## src/hw/rtl/mese_pkg.sv

```systemverilog
// Package for the MIDI event stream encoder: payload structs, command codes,
// event queue entry type and sizing constants. No dependencies.
package mese_pkg;

    localparam int CHANNELS   = 4;
    localparam int CH_W       = 2;
    localparam int TICK_SHIFT = 14;
    localparam int DELTA_W    = 28;
    localparam int EVQ_DEPTH  = 4;
    localparam int EVQ_PTR_W  = 2;
    localparam int EVQ_CNT_W  = 3;

    localparam logic [DELTA_W-1:0] DELTA_MAX = 28'h0FF_FFFF | 28'hF00_0000;
    // Saturated delta moved back into cycle units.
    localparam logic [63:0] SAT_STEP = 64'h0000_03FF_FFFF_C000;

    localparam logic [2:0] CMD_NOTE_ON  = 3'd0;
    localparam logic [2:0] CMD_NOTE_OFF = 3'd1;
    localparam logic [2:0] CMD_PAN      = 3'd2;
    localparam logic [2:0] CMD_EOT      = 3'd3;
    localparam logic [2:0] CMD_RESTART  = 3'd4;

    localparam logic [3:0] STAT_NOTE_ON  = 4'h9;
    localparam logic [3:0] STAT_NOTE_OFF = 4'h8;
    localparam logic [3:0] STAT_CTRL     = 4'hB;
    localparam logic [7:0] CTRL_PAN      = 8'h0A;
    localparam logic [7:0] META_PREFIX   = 8'hFF;
    localparam logic [7:0] META_EOT      = 8'h2F;

    typedef struct packed {
        logic [2:0]      command;
        logic [63:0]     cycle_time;
        logic [CH_W-1:0] channel;
        logic [6:0]      note_number;
        logic [6:0]      value;
    } in_t;

    typedef struct packed {
        logic [7:0] out_byte;
        logic       last;
    } out_t;

    // One queued event: delta ticks, index of its top VLQ group, three event bytes.
    typedef struct packed {
        logic [DELTA_W-1:0] delta;
        logic [1:0]         top;
        logic [7:0]         b0;
        logic [7:0]         b1;
        logic [7:0]         b2;
    } ev_t;

endpackage

```

## src/hw/rtl/mese_front.sv

```systemverilog
// Front end of the MIDI event stream encoder: accepts events, applies mute and
// held-note rules, computes the delta time and keeps the time base. Uses mese_pkg.
module mese_front (
    input  logic              aclk,
    input  logic              aresetn,
    input  logic              cfg_we,
    input  logic [3:0]        cfg_wdata,
    input  logic              s_valid,
    output logic              s_ready,
    input  mese_pkg::in_t     s_data,
    input  logic              q_full,
    output logic              q_push,
    output mese_pkg::ev_t     q_data
);

    logic [3:0]  mute_reg;
    logic [63:0] last_time_reg;
    logic [63:0] last_time_next;
    logic [6:0]  held_reg  [mese_pkg::CHANNELS];
    logic [6:0]  held_next [mese_pkg::CHANNELS];

    logic        accept;
    logic        ch_ok;
    logic        muted;
    logic [63:0] diff;
    logic        sat;
    logic        borrow;
    logic [63:0] lt_adv;
    logic [mese_pkg::DELTA_W-1:0] d;
    logic [1:0]  top;
    logic [6:0]  held_cur;

    assign s_ready = !q_full;
    assign accept  = s_valid && s_ready;
    assign ch_ok   = (32'(s_data.channel) < mese_pkg::CHANNELS);
    assign muted   = mute_reg[s_data.channel];
    assign held_cur = held_reg[s_data.channel];

    // Delta in ticks, saturated.
    assign diff = s_data.cycle_time - last_time_reg;
    assign sat  = |diff[63:mese_pkg::TICK_SHIFT+mese_pkg::DELTA_W];
    assign d    = sat ? mese_pkg::DELTA_MAX
                      : diff[mese_pkg::TICK_SHIFT+mese_pkg::DELTA_W-1:mese_pkg::TICK_SHIFT];

    // Advance by the emitted delta: the low tick bits of the old base stay.
    assign borrow = s_data.cycle_time[13:0] < last_time_reg[13:0];
    assign lt_adv = sat ? (last_time_reg + mese_pkg::SAT_STEP)
                        : {s_data.cycle_time[63:14] - 50'(borrow), last_time_reg[13:0]};

    always_comb begin
        if (d[27:21] != 7'd0) begin
            top = 2'd3;
        end else if (d[20:14] != 7'd0) begin
            top = 2'd2;
        end else if (d[13:7] != 7'd0) begin
            top = 2'd1;
        end else begin
            top = 2'd0;
        end
    end

    always_comb begin
        q_push         = 1'b0;
        q_data.delta   = d;
        q_data.top     = top;
        q_data.b0      = 8'h00;
        q_data.b1      = 8'h00;
        q_data.b2      = 8'h00;
        last_time_next = last_time_reg;
        for (int c = 0; c < mese_pkg::CHANNELS; c++) begin
            held_next[c] = held_reg[c];
        end
        if (accept) begin
            case (s_data.command)
                mese_pkg::CMD_NOTE_ON: begin
                    if (ch_ok && !muted) begin
                        q_push         = 1'b1;
                        q_data.b0      = {mese_pkg::STAT_NOTE_ON, 2'b00, s_data.channel};
                        q_data.b1      = {1'b0, s_data.note_number};
                        q_data.b2      = {1'b0, s_data.value};
                        held_next[s_data.channel] = s_data.note_number;
                        last_time_next = lt_adv;
                    end
                end
                mese_pkg::CMD_NOTE_OFF: begin
                    if (ch_ok && held_cur != 7'd0) begin
                        q_push         = 1'b1;
                        q_data.b0      = {mese_pkg::STAT_NOTE_OFF, 2'b00, s_data.channel};
                        q_data.b1      = {1'b0, held_cur};
                        q_data.b2      = 8'h00;
                        held_next[s_data.channel] = 7'd0;
                        last_time_next = lt_adv;
                    end
                end
                mese_pkg::CMD_PAN: begin
                    if (ch_ok && !muted) begin
                        q_push         = 1'b1;
                        q_data.b0      = {mese_pkg::STAT_CTRL, 2'b00, s_data.channel};
                        q_data.b1      = mese_pkg::CTRL_PAN;
                        q_data.b2      = {1'b0, s_data.value};
                        last_time_next = lt_adv;
                    end
                end
                mese_pkg::CMD_EOT: begin
                    // Timed at the current base: delta is zero, base holds.
                    q_push       = 1'b1;
                    q_data.delta = '0;
                    q_data.top   = 2'd0;
                    q_data.b0    = mese_pkg::META_PREFIX;
                    q_data.b1    = mese_pkg::META_EOT;
                    q_data.b2    = 8'h00;
                end
                mese_pkg::CMD_RESTART: begin
                    last_time_next = '0;
                    for (int c = 0; c < mese_pkg::CHANNELS; c++) begin
                        held_next[c] = 7'd0;
                    end
                end
                default: begin
                end
            endcase
        end
    end

    always_ff @(posedge aclk) begin
        if (!aresetn) begin
            mute_reg      <= 4'd0;
            last_time_reg <= '0;
            for (int c = 0; c < mese_pkg::CHANNELS; c++) begin
                held_reg[c] <= 7'd0;
            end
        end else begin
            if (cfg_we) begin
                mute_reg <= cfg_wdata;
            end
            last_time_reg <= last_time_next;
            for (int c = 0; c < mese_pkg::CHANNELS; c++) begin
                held_reg[c] <= held_next[c];
            end
        end
    end

endmodule

```

## src/hw/rtl/mese_evq.sv

```systemverilog
// Short event queue between the front and back ends of the MIDI event stream
// encoder. Register-based, one push and one pop per cycle. Uses mese_pkg.
module mese_evq (
    input  logic          aclk,
    input  logic          aresetn,
    input  logic          push,
    input  mese_pkg::ev_t push_data,
    output logic          full,
    input  logic          pop,
    output logic          pop_valid,
    output mese_pkg::ev_t pop_data
);

    mese_pkg::ev_t                  ent_reg [mese_pkg::EVQ_DEPTH];
    logic [mese_pkg::EVQ_PTR_W-1:0] wr_ptr_reg;
    logic [mese_pkg::EVQ_PTR_W-1:0] rd_ptr_reg;
    logic [mese_pkg::EVQ_CNT_W-1:0] count_reg;
    logic                           do_push;
    logic                           do_pop;

    assign full      = (count_reg == mese_pkg::EVQ_CNT_W'(mese_pkg::EVQ_DEPTH));
    assign pop_valid = (count_reg != '0);
    assign pop_data  = ent_reg[rd_ptr_reg];
    assign do_push   = push && !full;
    assign do_pop    = pop && pop_valid;

    always_ff @(posedge aclk) begin
        if (do_push) begin
            ent_reg[wr_ptr_reg] <= push_data;
        end
    end

    always_ff @(posedge aclk) begin
        if (!aresetn) begin
            wr_ptr_reg <= '0;
            rd_ptr_reg <= '0;
            count_reg  <= '0;
        end else begin
            if (do_push) begin
                wr_ptr_reg <= wr_ptr_reg + 1'b1;
            end
            if (do_pop) begin
                rd_ptr_reg <= rd_ptr_reg + 1'b1;
            end
            case ({do_push, do_pop})
                2'b10:   count_reg <= count_reg + 1'b1;
                2'b01:   count_reg <= count_reg - 1'b1;
                default: count_reg <= count_reg;
            endcase
        end
    end

endmodule

```

## src/hw/rtl/mese_back.sv

```systemverilog
// Back end of the MIDI event stream encoder: serializes one queued event into
// VLQ delta and 3 event bytes, one per cycle unless stalled. Uses mese_pkg.
module mese_back (
    input  logic          aclk,
    input  logic          aresetn,
    input  logic          q_valid,
    input  mese_pkg::ev_t q_data,
    output logic          q_pop,
    output logic          m_valid,
    input  logic          m_ready,
    output mese_pkg::out_t m_data
);

    mese_pkg::ev_t  cur_reg;
    logic           cur_valid_reg;
    logic [2:0]     pos_reg;
    logic           m_valid_reg;
    mese_pkg::out_t m_data_reg;

    logic           out_free;
    logic           emit;
    logic           fin;
    logic           load;
    logic [1:0]     grp;
    logic [1:0]     k;
    logic [6:0]     grp_bits;
    logic [7:0]     byte_sel;

    assign out_free = !m_valid_reg || m_ready;
    assign emit     = cur_valid_reg && out_free;
    assign fin      = (pos_reg == ({1'b0, cur_reg.top} + 3'd3));
    assign load     = !cur_valid_reg || (emit && fin);
    assign q_pop    = load && q_valid;

    assign grp = cur_reg.top - pos_reg[1:0];
    assign k   = pos_reg[1:0] - cur_reg.top - 2'd1;

    always_comb begin
        case (grp)
            2'd0:    grp_bits = cur_reg.delta[6:0];
            2'd1:    grp_bits = cur_reg.delta[13:7];
            2'd2:    grp_bits = cur_reg.delta[20:14];
            default: grp_bits = cur_reg.delta[27:21];
        endcase
    end

    always_comb begin
        if (pos_reg <= {1'b0, cur_reg.top}) begin
            // Continuation bit on every delta byte but the last.
            byte_sel = {(pos_reg != {1'b0, cur_reg.top}), grp_bits};
        end else begin
            case (k)
                2'd0:    byte_sel = cur_reg.b0;
                2'd1:    byte_sel = cur_reg.b1;
                default: byte_sel = cur_reg.b2;
            endcase
        end
    end

    always_ff @(posedge aclk) begin
        if (q_pop) begin
            cur_reg <= q_data;
        end
        if (emit) begin
            m_data_reg.out_byte <= byte_sel;
            m_data_reg.last     <= fin;
        end
    end

    always_ff @(posedge aclk) begin
        if (!aresetn) begin
            cur_valid_reg <= 1'b0;
            pos_reg       <= 3'd0;
            m_valid_reg   <= 1'b0;
        end else begin
            if (load) begin
                cur_valid_reg <= q_valid;
                pos_reg       <= 3'd0;
            end else if (emit) begin
                pos_reg <= pos_reg + 3'd1;
            end
            if (emit) begin
                m_valid_reg <= 1'b1;
            end else if (m_ready) begin
                m_valid_reg <= 1'b0;
            end
        end
    end

    assign m_valid = m_valid_reg;
    assign m_data  = m_data_reg;

endmodule

```

## src/hw/rtl/midi_event_stream_encoder.sv

```systemverilog
// Top level of the MIDI event stream encoder: front end, event queue, back end.
// Depends on mese_pkg, mese_front, mese_evq and mese_back.
//
//  Channel  | Ports                          | Carries
//  ---------+--------------------------------+-------------------------------------------
//  input    | s_valid, s_ready, s_data       | in_t: command, time, channel, note, value
//  result   | m_valid, m_ready, m_data       | out_t: one track byte, last flag
//  config   | cfg_we, cfg_wdata              | mute_mask, written at once
//
// The front end takes one event per cycle while the four-entry event queue has
// room; state (time base, held notes) is updated in the accepting cycle.
// The back end emits one byte per cycle unless the output stalls; an event is 4 to 7
// bytes (1 to 4 VLQ delta bytes plus 3 event bytes), set by the byte serializer.
// A registered output stage holds each byte; m_ready reaches the serializer
// directly, so a stalled output holds the serializer, and a full queue drops s_ready.
// Synchronous active-low reset clears the time base, held notes, mute mask,
// queue pointers and output valid.
module midi_event_stream_encoder (
    input  logic            aclk,
    input  logic            aresetn,
    input  logic            cfg_we,
    input  logic [3:0]      cfg_wdata,
    input  logic            s_valid,
    output logic            s_ready,
    input  mese_pkg::in_t   s_data,
    output logic            m_valid,
    input  logic            m_ready,
    output mese_pkg::out_t  m_data
);

    // Queue links between the front and back ends.
    logic          q_push;
    logic          q_full;
    mese_pkg::ev_t q_push_data;
    logic          q_pop;
    logic          q_valid;
    mese_pkg::ev_t q_pop_data;

    // Classify events, hold mute and note state, compute the delta time.
    mese_front u_front (
        .aclk      (aclk),
        .aresetn   (aresetn),
        .cfg_we    (cfg_we),
        .cfg_wdata (cfg_wdata),
        .s_valid   (s_valid),
        .s_ready   (s_ready),
        .s_data    (s_data),
        .q_full    (q_full),
        .q_push    (q_push),
        .q_data    (q_push_data)
    );

    // Buffer events so each side can stall on its own.
    mese_evq u_evq (
        .aclk      (aclk),
        .aresetn   (aresetn),
        .push      (q_push),
        .push_data (q_push_data),
        .full      (q_full),
        .pop       (q_pop),
        .pop_valid (q_valid),
        .pop_data  (q_pop_data)
    );

    // Serialize each event into track bytes, one transaction per byte.
    mese_back u_back (
        .aclk     (aclk),
        .aresetn  (aresetn),
        .q_valid  (q_valid),
        .q_data   (q_pop_data),
        .q_pop    (q_pop),
        .m_valid  (m_valid),
        .m_ready  (m_ready),
        .m_data   (m_data)
    );

endmodule

```

## config.mk

```make
export PLATFORM = sky130hd
export DESIGN_NAME = midi_event_stream_encoder
export DESIGN_NICKNAME = d
export VERILOG_FILES = /design/src/hw/rtl/mese_pkg.sv /design/src/hw/rtl/mese_front.sv /design/src/hw/rtl/mese_evq.sv /design/src/hw/rtl/mese_back.sv /design/src/hw/rtl/midi_event_stream_encoder.sv
export SDC_FILE = /design/constraint.sdc
export NUM_CORES = 1
export LEC_CHECK = 0
export BUFFER_PORTS_ARGS = -buffer_cell sky130_fd_sc_hd__buf_2
export CAP_MARGIN = 20
export CORE_MARGIN = 5
export CORE_UTILIZATION = 62
export DETAILED_ROUTE_END_ITERATION = 12
export PLACE_DENSITY = 0.88
export REMOVE_ABC_BUFFERS = 1
export SLEW_MARGIN = 20
export SYNTH_ARGS = -nofsm -noshare
export SYNTH_HDL_FRONTEND = slang
export SYNTH_SLANG_ARGS = --single-unit
```

## constraint.sdc

```tcl
create_clock -name aclk -period 6.75 [get_ports aclk]
set_input_delay 1.35 -clock aclk [delete_from_list [all_inputs] [get_ports aclk]]
set_output_delay 1.35 -clock aclk [all_outputs]
set_load 0.02 [all_outputs]
```

==> out/results.ini, run 1 <==
[power]
finalPower_mw = 6.64
intPower_mw = 4.56
p_comb_frac = 0.254
seqPwrFrac = 0.423
p_per_area_nw_per_um2 = 309
power.switching_mw = 2.09
vdd_drop_max_v = 0.000278
clockPowerShare = 0.323
swShare = 0.314
p_leak_nw = 7.12

[critical_path]
ff2ff_setup_slack_ps = 1610
cp.required_ps = 7040
crit_arrival_ps = 5890
path_class = input pin to register
rr_endpoint = u_evq.ent_reg[0][24]
startpoint = s_data[39]
cp-endpoint = u_evq.ent_reg[0][24]
r2r-start = u_front.last_time_reg[20]
start_kind = input pin
end_kind = register
r2r_cells = 13
cp_max_fo = 43

[sta]
skew_ps = 21.3
tightestPinTransition_ps = 1120
hold_violations = 0
slew_headroom = 0.247
rsz0062_at_grt = false
drv_slew = 0
setup_viol = 0
max_freq_ghz = 0.179
fin_crit_sh = 0.830
worst_slack_ps = 1150
min_period_ps = 5600
fin_tns_setup_ps = 0

[clocking]
cts_resized = 0
post_cts_buffers = 0
cts_buffer_depth = 3
insertion_delay_ps = 550
htreeDepth = 2
path_clk_slew_ps = 60
root_buffer = clkbuf_16
cts_tree = done
clock_sinks = 353
hold_buffers = 0
cts_buffers = 38

[routing]
ant_nets = 0
dr.first_iter.drc_count = 1635
dr.pass1.iters = 6
via_per_inst = 6.61
vias = 15287
routed_wl_um = 49600
drc = 0
routedWlPerCell_um = 21.4

[global_routing]
antenna_found_initial = 0
grt_pass1_wl_um = 79700
overflow = 0
grt_pass1_vias = 15009
track_usage = 0.278
grt_max_degree = 69

[final_layout]
final_common_cell = edfxtp_1
final_util = 0.687
fin_nets = 2035
areaGrowthSynthToFinish_pct = 10.3
final_cell_area_um2 = 21500
largest_reg_flops = 200
final_cell_mix = 259 x edfxtp_1, 167 x nor2_1, 154 x nand2_1, 97 x a21oi_1, 92 x dfxtp_1
drive_gt1_frac = 0.134
fillCellCount = 2158
multi_input_area_um2 = 9160
ff_latch_area_um2 = 9660
n_antenna_cell = 0

[worst_hold_path]
hold_class = register to register

[run]
drv_cap = 0

[placement]
place_ws_ps = 800
port_buffers = 88
hpwl_um = 32300
place_area_um2 = 20200
globalplace.congestion = 0.935

[yosys]
synthFlopType = edfxtp_1
ys_seq_area_frac = 0.496
synth_area_um2 = 19500
synth-edff-count = 259
synthDistinctLibCells = 75
ys_ff_latch = 353
synth_warnings = 0
synth-async-reset-ratio = 0
synth_cells = 1842
avgSynthCellArea_um2 = 10.6

[floorplan]
die_x_um = 187
core_area_um2 = 31300
die_h_um = 187
ios = 103
initial_core_util = 0.622
row_count = 65
die-area_um2 = 35100

[status]
outcome = complete, no violations

[through the flow]
stage                     cells  hold WS [ps]
final                      2311           470
after CTS                  2310           469
after detailed placement   2240           453
after floorplan            1736           434
after global placement     2240           449
after global routing       2311           499
[power by group through the flow]
stage | combinational [mW] | clock [mW] | sequential [mW]
4_1_cts | 1.64 | 2.16 | 2.83
3_3_place_gp | 1.54 | 0 | 2.85
3_5_place_dp | 1.61 | 0 | 2.87
6_report | 1.69 | 2.14 | 2.81
5_1_grt | 1.83 | 2.26 | 2.83
2_1_floorplan | 1.09 | 0 | 2.88
[worst min-delay path by stage]
stage	start	cells past startpoint	end	slack [ps]
6_report	u_front.last_time_reg[19]	2	u_front.last_time_reg[19]	470
5_1_grt	u_front.last_time_reg[19]	2	u_front.last_time_reg[19]	500
3_3_place_gp	u_front.last_time_reg[19]	2	u_front.last_time_reg[19]	450
4_1_cts	u_front.last_time_reg[19]	2	u_front.last_time_reg[19]	470
3_5_place_dp	u_front.last_time_reg[19]	2	u_front.last_time_reg[19]	450
2_1_floorplan	u_front.last_time_reg[19]	2	u_front.last_time_reg[19]	430
[cell usage after synthesis, types with 21 or more instances]
cell	number	area, µm²
edfxtp_1	259	7780
nor2_1	169	634
nand2_1	155	582
a21oi_1	97	485
dfxtp_1	94	1880
clkbuf_1	87	327
inv_1	79	297
nand4_1	71	444
nor3_1	71	355
mux4_2	65	1460
ha_1	63	788
xnor2_1	63	552
nand3_1	62	310
or3_1	49	307
o21ai_0	48	240
nor2b_1	47	294
a22oi_1	33	248
xor2_1	31	272
a32oi_1	29	254
and2_1	25	156
mux2i_1	21	210
o21ai_1	21	105
[cells by family (layout without fill, tap and decap cells)]
kind of cell / after synthesis / after routing / synth area share
flops: 353 / 353 / 0.496
fa+ha+maj: 64 / 64 / 0.0415
buf+inv: 186 / 253 / 0.0369
other cells: 1 / 1 / 0.000192
mux: 88 / 88 / 0.0871
compound gates: 333 / 333 / 0.113
xor+xnor: 94 / 94 / 0.0422
simple gates: 723 / 723 / 0.184
[per-layer routing]
metal,vias to the layer above,GRT usage,part of all wire,routed length (µm)
met2,841,0.474,0.49,24400
met5,-,0,0,0
met1,7295,0.368,0.39,19500
met4,0,0.0950,0.035,1740
li1,7003,-,-,-
met3,148,0.0398,0.079,3930
[worst max-delay path, stage by stage]
cell and delay [ps]:
buf_2 130, ha_1 420, nand4_1 210, nor2_1 190
a211oi_1 150, o41a_1 480, o311a_1 390, a311o_1 320
nor4_1 340, o2111ai_1 200, or4_4 800, or3_1 480
a21oi_1 420
[cell type report]
class,instances,share of cell area
Clock buffer,50,0.0487
Clock inverter,20,0.0120
Inverter,80,0.0140
Multi-Input combinational cell,1303,0.426
Sequential cell,353,0.450
Tap cell,402,0.0234
Timing Repair Buffer,103,0.0263
Power figures use the tool's default switching activity.
==> run 2: changes to the inputs <==
--- a/config.mk
+++ b/config.mk
@@ -5,12 +5,13 @@
 export SDC_FILE = /design/constraint.sdc
 export NUM_CORES = 1
 export LEC_CHECK = 0
+export ABC_AREA = 1
 export BUFFER_PORTS_ARGS = -buffer_cell sky130_fd_sc_hd__buf_2
 export CAP_MARGIN = 20
 export CORE_MARGIN = 5
-export CORE_UTILIZATION = 62
+export CORE_UTILIZATION = 57
 export DETAILED_ROUTE_END_ITERATION = 12
-export PLACE_DENSITY = 0.88
+export PLACE_DENSITY = 0.85
 export REMOVE_ABC_BUFFERS = 1
 export SLEW_MARGIN = 20
 export SYNTH_ARGS = -nofsm -noshare
==> constraint.sdc (replaced) <==
create_clock -name aclk -period 5.1 [get_ports aclk]
set_input_delay 1.02 -clock aclk [delete_from_list [all_inputs] [get_ports aclk]]
set_output_delay 1.02 -clock aclk [all_outputs]
set_load 0.02 [all_outputs]
==> run 2 against run 1 <==
Hold slack lost 2.2 ps. Wire length grew 25%. Global-route usage grew 1.1 points. Combinational power grew 87%. Clock power grew 21%. Setup slack lost 300 ps. Register-to-register slack lost 200 ps. Power grew 44%. Final area grew 13%. Via count grew 32%. Clock-buffer cell count shrank 7. Sequential power grew 35%. Critical path type unchanged. Highest routed layer unchanged.
==> out/results.ini, run 2 <==
[critical_path]
path_class = input pin to register  ; unchanged
max_stage_delay_ps = 380  ; was 800 ps
start_kind = input pin  ; unchanged
cpMostUsedCell = o21ai_0
end_kind = register  ; unchanged
crit_slowest_cell = inv_1  ; was or4_4
crit_arrival_ps = 4700  ; was 5890 ps
cp_max_fo = 14  ; was 43
worstPathCellList = buf_2, inv_2, nand2_2, clkinv_1, nand2_1, o21ai_0, a21oi_1, o21ai_0, nor3_2, a31oi_1, nand2_1, nand2_1, inv_1, ha_1, inv_1, fa_1, a21oi_1, o21ai_0, o21ai_0, a21oi_1  ; was buf_2, ha_1, nand4_1, nor2_1, a211oi_1, o41a_1, o311a_1, a311o_1, nor4_1, o2111ai_1, or4_4, or3_1, a21oi_1
cp.required_ps = 5550  ; was 7040 ps

[power]
vdd_drop_max_v = 0.000260  ; was 0.000278 V
finalPower_mw = 9.54  ; was 6.64 mW
p_per_area_nw_per_um2 = 393  ; was 309 nW/µm²
p_leak_nw = 10.2  ; was 7.12 nW

[final_layout]
areaGrowthSynthToFinish_pct = 9.81  ; was 10.3%
finalNonFillerCells = 3581  ; was 2311
fillCellCount = 3318  ; was 2158
final_cell_mix = 715 x nand2_1, 412 x inv_1, 398 x nor2_1, 259 x edfxtp_1, 215 x nand3_1  ; was 259 x edfxtp_1, 167 x nor2_1, 154 x nand2_1, 97 x a21oi_1, 92 x dfxtp_1
final_util = 0.631  ; was 0.687
largest_reg_flops = 200  ; unchanged
fin_nets = 3187  ; was 2035
drive_gt1_frac = 0.0745  ; was 0.134
final_common_cell = nand2_1  ; was edfxtp_1

[yosys]
synth_top_cell_by_area = edfxtp_1  ; unchanged
synth-edff-count = 259  ; unchanged
synth.area.top_cells = edfxtp_1 35%, nand2_1 12%, dfxtp_1 8.5%, inv_1 7.0%, nor2_1 6.9%  ; was edfxtp_1 40%, dfxtp_1 9.7%, mux4_2 7.5%, ha_1 4.0%, nor2_1 3.3%
synth_cells = 2970  ; was 1842
synth_common_cells = 715 x nand2_1, 413 x inv_1, 405 x nor2_1  ; was 259 x edfxtp_1, 169 x nor2_1, 155 x nand2_1
ys_seq_area_frac = 0.437  ; was 0.496
synth_top_area_share = 0.352  ; was 0.399
synthFlopType = edfxtp_1  ; unchanged
avgSynthCellArea_um2 = 7.44  ; was 10.6 µm²
yosysMostFrequentCell = nand2_1  ; was edfxtp_1
ys_ff_latch = 353  ; unchanged
synth-async-reset-ratio = 0  ; unchanged
synth_area_um2 = 22100  ; was 19500 µm²
synth_warnings = 0  ; unchanged
synthDistinctLibCells = 47  ; was 75

[global_routing]
grt_pass1_wl_um = 97800  ; was 79700 µm
overflow = 0  ; unchanged
grt_pass1_vias = 18634  ; was 15009
antenna_found_initial = 4  ; was 0
grt_max_degree = 104  ; was 69
track_usage = 0.289  ; was 0.278

[clocking]
cts_resized = 0  ; unchanged
cts_buffer_depth = 3  ; unchanged
path_clk_slew_ps = 60  ; about the same
insertion_delay_ps = 580  ; was 550 ps
post_cts_buffers = 0  ; unchanged
cts_tree = done  ; unchanged
htreeDepth = 2  ; unchanged
cts_buffers = 36  ; was 38
root_buffer = clkbuf_16  ; unchanged
hold_buffers = 0  ; unchanged
clock_sinks = 353  ; unchanged

[floorplan]
core_area_um2 = 38500  ; was 31300 µm²
die_h_um = 207  ; was 187 µm
ios = 103  ; unchanged
initial_core_util = 0.575  ; was 0.622
die-area_um2 = 42800  ; was 35100 µm²
row_count = 72  ; was 65
die_x_um = 207  ; was 187 µm

[sta]
rsz0062_at_grt = false  ; unchanged
hold_violations = 0  ; unchanged
fin_crit_sh = 0.833
tightestPinTransition_ps = 1040  ; was 1120 ps
drv_slew = 0  ; unchanged
skew_ps = 32.5  ; was 21.3 ps
slew_headroom = 0.306  ; was 0.247
fin_tns_setup_ps = 0  ; unchanged
worst_slack_ps = 852  ; was 1150 ps
setup_viol = 0  ; unchanged
min_period_ps = 4250
max_freq_ghz = 0.235

[routing]
routedWlPerCell_um = 17.3  ; was 21.4 µm
dr.pass1.iters = 8  ; was 6
met2_length_um = 28800  ; was 24400 µm
ant_nets = 0  ; unchanged
vias = 20151  ; was 15287
via_per_inst = 5.63  ; was 6.61
dr.first_iter.drc_count = 2077  ; was 1635
routed_wl_um = 62100  ; was 49600 µm
drt-met1-wl_um = 26300  ; was 19500 µm
drc = 0  ; unchanged
top_layer_used = met4  ; unchanged
dr_wl_met3_um = 5320  ; was 3930 µm

[placement]
port_buffers = 89  ; was 88
place_inst = 3511  ; was 2240
hpwl_um = 45800  ; was 32300 µm
globalplace.congestion = 1.00  ; was 0.935
place_ws_ps = 522  ; was 800 ps

[worst_hold_path]
hold_class = register to register  ; unchanged

[status]
outcome = complete, no violations  ; unchanged

[run]
drv_cap = 0  ; unchanged

-- run 2: where the power goes --
part / internal (mW) / total (mW) / switching, mW / leakage, nW
Combinational: 0.944 / 3.16 / 2.22 / 6.55
Sequential: 3.60 / 3.80 / 0.197 / 3.05
Clock: 1.45 / 2.58 / 1.13 / 0.563
-- run 2: critical path, delay by kind of cell --
family	cells	cell delay (ps)
buffers and inverters	5	980
AOI/OAI and AO/OA	8	1200
adders and majority gates	2	610
and+or+nand+nor	5	880
-- run 2: final cells by class --
cell class,instances,area (µm²),share of cell area
multi-input combinational,2097,10500,0.432
sequential,353,9660,0.398
inverter,433,1630,0.0670
clock buffer,43,948,0.0391
timing repair buffer,110,686,0.0283
tap,518,648,0.0267
clock inverter,23,204,0.00840
antenna,4,10.0,0.000412
-- run 2: cell families after synthesis --
group	share of synthesized area
compound gates	0.106
xor+xnor	0.0487
fa+ha+maj	0.0366
buf+inv	0.0913
flops	0.437
other cells	0.000170
simple gates	0.280
-- run 2: routing by layer --
| layer | GRT usage | up-vias |
|---|---|---|
| met4 | 0.0881 | 0 |
| met1 | 0.410 | 9269 |
| met5 | 0 | - |
| li1 | - | 9857 |
| met2 | 0.466 | 920 |
| met3 | 0.0380 | 105 |
-- run 2: through the flow --
stage / hold slack (ps) / cell area (µm²)
detailed placement: 460 / 23100
global placement: 452 / 23100
finish: 468 / 24300
floorplan: 444 / 21700
CTS: 469 / 24300
global route: 491 / 24300
-- run 2: path summary, 6_finish.rpt --
path | slack, ps | end | startpoint | depth (start not counted)
hold / removal | 470 | u_front.last_time_reg[15] | u_front.last_time_reg[15] | 2
setup / recovery | 850 | u_evq.count_reg[2] | s_data[15] | 20
hold reg to reg | 470 | u_front.last_time_reg[15] | u_front.last_time_reg[15] | 2
setup reg to reg | 1410 | u_front.last_time_reg[39] | u_front.last_time_reg[25] | 18
